**src/design/vrip_pkg.sv**
```systemverilog
package vrip_pkg;

  typedef enum logic [2:0] {
    REG_SIN_X    = 3'd0,
    REG_COS_X    = 3'd1,
    REG_SIN_Y    = 3'd2,
    REG_COS_Y    = 3'd3,
    REG_OFFSET_X = 3'd4,
    REG_OFFSET_Y = 3'd5
  } reg_index_t;

  localparam int unsigned CFG_INDEX_W = 3;
  localparam int unsigned CFG_DATA_W  = 10;

  localparam logic signed [7:0]  SIN_X_RESET    = 8'sd0;
  localparam logic signed [7:0]  COS_X_RESET    = 8'sd64;
  localparam logic signed [7:0]  SIN_Y_RESET    = 8'sd0;
  localparam logic signed [7:0]  COS_Y_RESET    = 8'sd64;
  localparam logic signed [9:0]  OFFSET_X_RESET = 10'sd0;
  localparam logic signed [7:0]  OFFSET_Y_RESET = 8'sd0;

  localparam logic signed [15:0] BALL_X_BASE   = 16'sd272;
  localparam logic signed [15:0] BALL_Y_BASE   = 16'sd224;
  localparam logic signed [15:0] SHADOW_X_BASE = 16'sd320;
  localparam logic signed [15:0] SHADOW_Y_BASE = 16'sd320;
  localparam logic signed [15:0] DEPTH_BIAS    = 16'sd96;
  localparam logic [3:0]         DEPTH_MAX     = 4'd8;

  typedef struct packed {
    logic signed [15:0] vert_x;
    logic signed [15:0] vert_y;
    logic signed [15:0] vert_z;
    logic               last_ball;
  } vert_in_t;

  typedef struct packed {
    logic signed [15:0] ball_x;
    logic signed [15:0] ball_y;
    logic signed [15:0] shadow_x;
    logic signed [15:0] shadow_y;
    logic [3:0]         depth_level;
    logic               last_out;
  } ball_out_t;

  // rotation coefficients and offsets at 16 bits: registers sign-extended, cross products wrapped
  typedef struct packed {
    logic signed [15:0] sin_x;
    logic signed [15:0] cos_x;
    logic signed [15:0] sin_y;
    logic signed [15:0] cos_y;
    logic signed [15:0] cs;
    logic signed [15:0] ss;
    logic signed [15:0] cc;
    logic signed [15:0] sc;
    logic signed [15:0] off_x;
    logic signed [15:0] off_y;
  } coef_t;

  // fixed point product with 6 fraction bits, wrapped to 16 bits
  function automatic logic signed [15:0] frac_mul(input logic signed [15:0] a,
                                                  input logic signed [15:0] b);
    logic signed [31:0] prod;
    prod = a * b;
    return prod[21:6];
  endfunction

endpackage

```
**src/design/vertex_rotate_iso_project.sv**
```systemverilog
// Vertex rotate and isometric projection.
// Input words (in_valid/in_ready/in_data) carry one vertex each: x, y, z in
// signed fixed point with 6 fraction bits and a last-vertex flag. Each word
// gives exactly one output word (out_valid/out_ready/out_data): ball and
// shadow screen positions, a depth level 0..8 and the copied flag.
// Throughput is one word per cycle while out_ready is high. The path has
// five register stages (input, products, sums, projection, output), which
// a word passes through in that order; the eight 16x16 products of
// the products stage set the cycle time.
// The user writes coefficients through cfg_we/cfg_index/cfg_wdata only
// while the block is empty, which it does not enforce; the cross products
// settle the cycle after a write, and a word may follow from the next edge.
// Reset clears all stage valids and loads the identity rotation with zero
// offsets. When out_ready is low the output holds; the stages behind it
// keep filling bubbles and in_ready falls only once every stage is full.
module vertex_rotate_iso_project (
  input  logic                              clk,
  input  logic                              rst_n,
  input  logic                              in_valid,
  output logic                              in_ready,
  input  vrip_pkg::vert_in_t                in_data,
  output logic                              out_valid,
  input  logic                              out_ready,
  output vrip_pkg::ball_out_t               out_data,
  input  logic                              cfg_we,
  input  logic [vrip_pkg::CFG_INDEX_W-1:0]  cfg_index,
  input  logic [vrip_pkg::CFG_DATA_W-1:0]   cfg_wdata
);

  vrip_pkg::coef_t coef;

  vrip_coef u_coef (
    .clk       (clk),
    .rst_n     (rst_n),
    .cfg_we    (cfg_we),
    .cfg_index (cfg_index),
    .cfg_wdata (cfg_wdata),
    .coef      (coef)
  );

  // stage enables, chained back from the output register
  logic en_out, en4, en3, en2, en1;
  logic s1_v_r, s2_v_r, s3_v_r, s4_v_r, out_valid_r;

  assign en_out   = !out_valid_r || out_ready;
  assign en4      = !s4_v_r || en_out;
  assign en3      = !s3_v_r || en4;
  assign en2      = !s2_v_r || en3;
  assign en1      = !s1_v_r || en2;
  assign in_ready = en1;

  always_ff @(posedge clk) begin
    if (!rst_n) begin
      s1_v_r      <= 1'b0;
      s2_v_r      <= 1'b0;
      s3_v_r      <= 1'b0;
      s4_v_r      <= 1'b0;
      out_valid_r <= 1'b0;
    end else begin
      if (en1)    s1_v_r      <= in_valid;
      if (en2)    s2_v_r      <= s1_v_r;
      if (en3)    s3_v_r      <= s2_v_r;
      if (en4)    s4_v_r      <= s3_v_r;
      if (en_out) out_valid_r <= s4_v_r;
    end
  end

  // stage 1: input word
  vrip_pkg::vert_in_t s1_r;

  always_ff @(posedge clk) begin
    if (en1) s1_r <= in_data;
  end

  // stage 2: rotation products
  logic signed [15:0] xs_r, yc_r, xcs_r, yss_r, zcy_r, xcc_r, ysc_r, zsy_r;
  logic signed [15:0] xs_nxt, yc_nxt, xcs_nxt, yss_nxt, zcy_nxt, xcc_nxt, ysc_nxt, zsy_nxt;
  logic               last2_r;

  always_comb begin
    xs_nxt  = vrip_pkg::frac_mul(s1_r.vert_x, coef.sin_x);
    yc_nxt  = vrip_pkg::frac_mul(s1_r.vert_y, coef.cos_x);
    xcs_nxt = vrip_pkg::frac_mul(s1_r.vert_x, coef.cs);
    yss_nxt = vrip_pkg::frac_mul(s1_r.vert_y, coef.ss);
    zcy_nxt = vrip_pkg::frac_mul(s1_r.vert_z, coef.cos_y);
    xcc_nxt = vrip_pkg::frac_mul(s1_r.vert_x, coef.cc);
    ysc_nxt = vrip_pkg::frac_mul(s1_r.vert_y, coef.sc);
    zsy_nxt = vrip_pkg::frac_mul(s1_r.vert_z, coef.sin_y);
  end

  always_ff @(posedge clk) begin
    if (en2) begin
      xs_r    <= xs_nxt;
      yc_r    <= yc_nxt;
      xcs_r   <= xcs_nxt;
      yss_r   <= yss_nxt;
      zcy_r   <= zcy_nxt;
      xcc_r   <= xcc_nxt;
      ysc_r   <= ysc_nxt;
      zsy_r   <= zsy_nxt;
      last2_r <= s1_r.last_ball;
    end
  end

  // stage 3: rotated coordinates plus offsets, all mod 2^16
  logic signed [15:0] tx_r, ty_r, tz_r, tx_nxt, ty_nxt, tz_nxt;
  logic               last3_r;

  always_comb begin
    tx_nxt = xs_r + yc_r + coef.off_x;
    ty_nxt = xcs_r - (yss_r + zcy_r) + coef.off_y;
    tz_nxt = xcc_r - (ysc_r - zsy_r);
  end

  always_ff @(posedge clk) begin
    if (en3) begin
      tx_r    <= tx_nxt;
      ty_r    <= ty_nxt;
      tz_r    <= tz_nxt;
      last3_r <= last2_r;
    end
  end

  // stage 4: isometric projection and depth bucket
  logic signed [15:0] xsum, dsum, px_r, py_r, px_nxt, py_nxt;
  logic [3:0]         depth_r, depth_nxt;
  logic               last4_r;

  always_comb begin
    xsum   = tx_r + (tz_r >>> 3);
    px_nxt = xsum >>> 3;
    py_nxt = ty_r >>> 3;
    dsum   = tz_r + vrip_pkg::DEPTH_BIAS;
    // negative depth sums clamp to the nearest bucket
    if (dsum[15]) begin
      depth_nxt = 4'd0;
    end else if (dsum[14:6] > 9'(vrip_pkg::DEPTH_MAX)) begin
      depth_nxt = vrip_pkg::DEPTH_MAX;
    end else begin
      depth_nxt = dsum[9:6];
    end
  end

  always_ff @(posedge clk) begin
    if (en4) begin
      px_r    <= px_nxt;
      py_r    <= py_nxt;
      depth_r <= depth_nxt;
      last4_r <= last3_r;
    end
  end

  // stage 5: screen placement into the output register
  vrip_pkg::ball_out_t out_r, out_nxt;

  always_comb begin
    out_nxt.ball_x      = vrip_pkg::BALL_X_BASE + px_r;
    out_nxt.ball_y      = vrip_pkg::BALL_Y_BASE + py_r;
    out_nxt.shadow_x    = vrip_pkg::SHADOW_X_BASE + px_r;
    out_nxt.shadow_y    = vrip_pkg::SHADOW_Y_BASE + (py_r >>> 2);
    out_nxt.depth_level = depth_r;
    out_nxt.last_out    = last4_r;
  end

  always_ff @(posedge clk) begin
    if (en_out) out_r <= out_nxt;
  end

  assign out_valid = out_valid_r;
  assign out_data  = out_r;

`ifndef ASSERT_OFF
  // an empty output stage means every stage behind it can move
  a_ready_when_out_empty: assert property (@(posedge clk) disable iff (!rst_n)
    !out_valid_r |-> in_ready)
    else $error("in_ready low while output stage is empty");

  // a word in the projection stage survives an output stall
  a_stall_keeps_s4: assert property (@(posedge clk) disable iff (!rst_n)
    (s4_v_r && out_valid_r && !out_ready) |=> s4_v_r)
    else $error("projection stage word dropped during stall");

  // the depth bucket never exceeds its clamp
  a_depth_clamped: assert property (@(posedge clk) disable iff (!rst_n)
    out_valid_r |-> (out_r.depth_level <= vrip_pkg::DEPTH_MAX))
    else $error("depth level above clamp");
`endif

endmodule

```
**src/design/vrip_coef.sv**
```systemverilog
module vrip_coef (
  input  logic                                clk,
  input  logic                                rst_n,
  input  logic                                cfg_we,
  input  logic [vrip_pkg::CFG_INDEX_W-1:0]    cfg_index,
  input  logic [vrip_pkg::CFG_DATA_W-1:0]     cfg_wdata,
  output vrip_pkg::coef_t                     coef
);

  logic signed [7:0]  sin_x_r, cos_x_r, sin_y_r, cos_y_r, offset_y_r;
  logic signed [9:0]  offset_x_r;
  logic signed [15:0] sin_x_ext, cos_x_ext, sin_y_ext, cos_y_ext;
  logic signed [15:0] cs_r, ss_r, cc_r, sc_r;
  logic signed [15:0] cs_nxt, ss_nxt, cc_nxt, sc_nxt;

  always_ff @(posedge clk) begin
    if (!rst_n) begin
      sin_x_r    <= vrip_pkg::SIN_X_RESET;
      cos_x_r    <= vrip_pkg::COS_X_RESET;
      sin_y_r    <= vrip_pkg::SIN_Y_RESET;
      cos_y_r    <= vrip_pkg::COS_Y_RESET;
      offset_x_r <= vrip_pkg::OFFSET_X_RESET;
      offset_y_r <= vrip_pkg::OFFSET_Y_RESET;
    end else if (cfg_we) begin
      unique case (cfg_index)
        vrip_pkg::REG_SIN_X:    sin_x_r    <= cfg_wdata[7:0];
        vrip_pkg::REG_COS_X:    cos_x_r    <= cfg_wdata[7:0];
        vrip_pkg::REG_SIN_Y:    sin_y_r    <= cfg_wdata[7:0];
        vrip_pkg::REG_COS_Y:    cos_y_r    <= cfg_wdata[7:0];
        vrip_pkg::REG_OFFSET_X: offset_x_r <= cfg_wdata;
        vrip_pkg::REG_OFFSET_Y: offset_y_r <= cfg_wdata[7:0];
        default: ;
      endcase
    end
  end

  assign sin_x_ext = {{8{sin_x_r[7]}}, sin_x_r};
  assign cos_x_ext = {{8{cos_x_r[7]}}, cos_x_r};
  assign sin_y_ext = {{8{sin_y_r[7]}}, sin_y_r};
  assign cos_y_ext = {{8{cos_y_r[7]}}, cos_y_r};

  always_comb begin
    cs_nxt = vrip_pkg::frac_mul(cos_x_ext, sin_y_ext);
    ss_nxt = vrip_pkg::frac_mul(sin_y_ext, sin_x_ext);
    cc_nxt = vrip_pkg::frac_mul(cos_x_ext, cos_y_ext);
    sc_nxt = vrip_pkg::frac_mul(sin_x_ext, cos_y_ext);
  end

  // cross products follow the coefficient registers in the next cycle
  always_ff @(posedge clk) begin
    if (!rst_n) begin
      cs_r <= 16'sd0;
      ss_r <= 16'sd0;
      cc_r <= 16'sd64;
      sc_r <= 16'sd0;
    end else begin
      cs_r <= cs_nxt;
      ss_r <= ss_nxt;
      cc_r <= cc_nxt;
      sc_r <= sc_nxt;
    end
  end

  always_comb begin
    coef.sin_x = sin_x_ext;
    coef.cos_x = cos_x_ext;
    coef.sin_y = sin_y_ext;
    coef.cos_y = cos_y_ext;
    coef.cs    = cs_r;
    coef.ss    = ss_r;
    coef.cc    = cc_r;
    coef.sc    = sc_r;
    coef.off_x = {{6{offset_x_r[9]}}, offset_x_r};
    coef.off_y = {{8{offset_y_r[7]}}, offset_y_r};
  end

endmodule
```
**config.mk**
```make
export PLATFORM = sky130hd
export DESIGN_NAME = vertex_rotate_iso_project
export DESIGN_NICKNAME = d
export VERILOG_FILES = /design/src/design/vrip_pkg.sv /design/src/design/vertex_rotate_iso_project.sv /design/src/design/vrip_coef.sv
export SDC_FILE = /design/constraint.sdc
export NUM_CORES = 2
export LEC_CHECK = 0
export ABC_AREA = 0
export BUFFER_PORTS_ARGS = -buffer_cell sky130_fd_sc_hd__buf_4
export CAP_MARGIN = 30
export CORE_MARGIN = 8
export CORE_UTILIZATION = 60
export CTS_CLUSTER_DIAMETER = 200
export DETAILED_ROUTE_END_ITERATION = 10
export PLACE_DENSITY = 0.88
export SYNTH_ARGS = -nofsm -noshare
export SYNTH_HDL_FRONTEND = slang
export SYNTH_SLANG_ARGS = --single-unit
```
**constraint.sdc**
```tcl
create_clock -name clk -period 6.5 [get_ports clk]
set_input_delay 0.325 -clock clk [delete_from_list [all_inputs] [get_ports clk]]
set_output_delay 0.325 -clock clk [all_outputs]
set_load 0.05 [all_outputs]
```
==> results.py <==
metrics = {
    "synth": {
        "synth_seq_area_share_pct": 17.92,
        "syn_avg_cell_area_sq_um": 9.581,
        "ys_top_cells_by_count": "1449 x inv_1, 1111 x fa_1, 694 x and2_1",
        "syn_area_sq_mm": 0.06155,
        "yosys-top-cells-area": "fa_1 36%, edfxtp_1 15%, ha_1 11%",
        "synth_fp_nets": 8133,
        "yosysTopAreaCell": "fa_1",
        "yosys_most_used_dff": "edfxtp_1",
        "ys.warnings.count": 0,
        "yosysUniqueCellTypes": 66,
        "synth_seq_cells": 399,
        "synthArstFlopShare_pct": 0,
        "netlist_instances": 6424,
        "synth_top_area_share_pct": 36.14,
        "synth_edf_count": 304,
        "synth_most_common_cell": "inv_1",
    },
    "timing": {
        "rsz0062_at_grt": "false",
        "setup_viol": 0,
        "hold_ws_ps": 52.47,
        "tns_ps": 0,
        "finalCritPeriodShare_pct": 94.57,
        "hold_viol": 0,
        "final_max_slew_viol_count": 0,
        "fin_crit_ps": 6147,
        "clock-skew-final_ps": 61.80,
        "slew_headroom_pct": 32.39,
        "tightest_slew_ps": 1014,
        "fmax_mhz": 162.7,
    },
    "worst_setup_path": {
        "path_cells": "buf_4 > nand2_1 > fa_1 > inv_1 > fa_1 > fa_1 > fa_1 > inv_1 > fa_1 > inv_1 > ha_1 > or4_1 > a41oi_1 > a21oi_1 > a41oi_1 > nand2b_1 > a21oi_1 > xnor2_1",
        "regToRegEndpoint": "xcc_r[14]$_DFFE_PP_",
        "r2r-start": "s1_r[39]$_DFFE_PP_",
        "cp.arrival_ps": 6550,
        "crit_required_ps": 6900,
        "cp_slowest_cell": "edfxtp_1",
        "crit_top_cell": "fa_1",
        "worst_r2r_path_depth": 18,
        "crit_path_max_incr_delay_ps": 750,
        "start_kind": "flop",
        "worstSetupEndpointType": "flop",
        "crit_type": "flop to flop",
        "r2r_setup_slack_ps": 350,
        "worstPathMaxFanout": 16,
    },
    "die": {
        "start_util_pct": 60.49,
        "die_height_um": 336.3,
        "dieArea_sq_mm": 0.1131,
        "ios": 138,
        "coreArea_sq_mm": 0.1017,
        "row_count": 117,
        "die_w_um": 336.3,
    },
    "global_route": {
        "grt_pass1_wl_um": 247900,
        "grt_pass1_vias": 48332,
        "antenna_found_initial": 10,
        "grt_max_degree": 80,
        "gr-usage-all-layers_pct": 27.70,
        "overflow": 0,
    },
    "power": {
        "p_leak_uw": 0.03194,
        "power_switching_uw": 5318,
        "p_sw_share_pct": 41.90,
        "power.share.clock_pct": 21.9,
        "intPower_uw": 7376,
        "p_per_area_mw_per_mm2": 191.4,
        "peakVddDrop_mv": 0.4241,
        "pwr-share-comb_pct": 44.9,
        "seqPwrFrac_pct": 33.2,
        "power_uw": 12690,
    },
    "final_layout": {
        "ff_latch_area_sq_mm": 0.01103,
        "synthToLayoutAreaGrowth_pct": 7.770,
        "multi_input_area_sq_mm": 0.04399,
        "fin_nets": 8211,
        "layout-drive-gt1-share_pct": 5.519,
        "fin_cells": 7909,
        "fill_cells": 7429,
        "antennaDiodeCount": 0,
        "final_util_pct": 65.19,
    },
    "routing": {
        "wl_met3_um": 15250,
        "wl_per_cell_um": 19.31,
        "totalWireLength_um": 152700,
        "route.top_layer_used": "met5",
        "vias": 43795,
        "drc_errors": 0,
        "met1_length_um": 55480,
        "dr_wl_met2_um": 72810,
        "ant_nets": 0,
        "viasPerCell": 5.537,
        "firstDrtPassIters": 6,
        "drt_iter0_drc": 3287,
    },
    "clock_network": {
        "insertion_delay_ps": 660,
        "numClockSinks": 399,
        "root_buffer": "clkbuf_16",
        "cts_max_path_buffers": 3,
        "path_clk_slew_ps": 60,
        "cts_made_buffers": 47,
        "htreeDepth": 2,
        "cts_tree": "built",
    },
    "placed_design": {
        "numPortBuffers": 137,
        "dp.cells": 7755,
        "routabilityCongestion": 0.9467,
        "dp.final_hpwl_um": 122200,
    },
    "hold_path": {
        "whs_path_depth": 3,
        "hold_path.class": "primary input to flop",
        "hold_end": "u_coef.cos_y_r[7]$_SDFFE_PN0P_",
        "hp-start": "cfg_wdata[7]",
    },
    "run_status": {
        "status": "completed",
    },
    "job": {
        "cap_viol_max_count": 0,
    },
}
cells in the final DEF, fill, tap and decap left out, types with 5 or more instances in the layout:
cell type	count
inv_1	1447
fa_1	1111
and2_1	694
nand2_1	682
ha_1	531
edfxtp_1	304
xnor2_1	248
nor2_1	242
buf_4	235
a21oi_1	156
nand2b_1	103
dfxtp_1	94
xor2_1	79
nor3_1	71
dlygate4sd3_1	60
o21ai_0	48
clkbuf_16	48
o21a_1	42
a21o_1	38
nand3_1	33
and3_1	31
nor2b_1	26
or2_2	15
or3_1	14
nand4_1	13
o21bai_1	12
a31oi_1	9
o31ai_1	9
a211oi_1	9
o31a_1	8
clkinv_2	7
inv_6	7
o211ai_1	6
a41oi_1	6
nor4_1	5
a21boi_0	5
clkinvlp_4	5
metal layers:
layer / up-vias / global-route usage [%]
li1: 19387 / -
met1: 21887 / 33.53
met2: 2008 / 46.19
met3: 507 / 6.222
met4: 6 / 14.96
met5: - / 0
stage by stage:
stage,cell area [sq um],setup slack [ps]
CTS,66270,278.1
finish,66330,353.1
detailed placement,64040,455.3
global route,66330,15.96
floorplan,61550,950.1
global placement,63990,628.9
state kept, by name (all words and copies together), names as in the netlist, 13 cells and up:
| register | cells |
|---|---|
| xcc_r | 16 |
| yss_r | 16 |
| zsy_r | 16 |
| yc_r | 16 |
| py_r | 13 |
| s1_r | 49 |
| ty_r | 13 |
| xcs_r | 16 |
| zcy_r | 16 |
| tx_r | 16 |
| px_r | 13 |
| xs_r | 16 |
| ysc_r | 16 |
| out_data | 52 |
| tz_r | 13 |
power by group through the flow:
stage	sequential (uW)	combinational, uW	clock (uW)
after global routing	4270	6170	2910
after global placement	4210	5230	0
after CTS	4200	5600	2810
after detailed placement	4250	5490	0
final	4210	5690	2780
after floorplan	4510	3490	0
logic make-up (layout without fill, tap and decap cells):
kind of cell	Yosys count	count (layout)	share of synthesized area [%]
compound gates	385	385	4.001
xor+xnor	327	327	4.653
fa+ha+maj	1642	1642	46.93
buf+inv	1726	1843	10.64
flops	399	399	17.92
mux	1	1	0.01626
simple gates	1944	1944	15.83
cell type report:
cell class,instances,area share (%)
Tap cell,1368,2.581
Clock inverter,33,0.5471
Multi-Input combinational cell,4299,66.33
Clock buffer,55,1.911
Sequential cell,399,16.63
Inverter,1451,8.213
Timing Repair Buffer,304,3.788
worst max-delay path by stage:
stage	start	to	slack, ps	cells after the start
2_1_floorplan	s1_r[24]$_DFFE_PP_	ysc_r[15]$_DFFE_PP_	950	22
3_3_place_gp	s1_r[22]$_DFFE_PP_	ysc_r[15]$_DFFE_PP_	630	19
3_5_place_dp	s1_r[23]$_DFFE_PP_	ysc_r[15]$_DFFE_PP_	460	20
4_1_cts	s1_r[23]$_DFFE_PP_	ysc_r[15]$_DFFE_PP_	280	20
5_1_grt	u_coef.sc_r[4]$_SDFF_PN0_	ysc_r[15]$_DFFE_PP_	20	18
6_report	s1_r[39]$_DFFE_PP_	xcc_r[14]$_DFFE_PP_	350	18
critical path: cells and delay by family, from the launching register on:
kind            cells  cell delay, ps
fa+ha+maj           6            2800
compound gates      4             970
flops               1             750
simple gates        3             740
buf+inv             4             490
xor+xnor            1             110
what timing repair did:
| action | in CTS | in global routing |
|---|---|---|
| setup buffers | 0 | 4 |
| endpoints found under the setup margin | 0 | 1 |
| hold buffers | 60 | 0 |
| hold endpoints to repair | 69 | 0 |
| gates resized for setup | 0 | 2 |
Note: power is estimated with default switching activity, not from simulation.
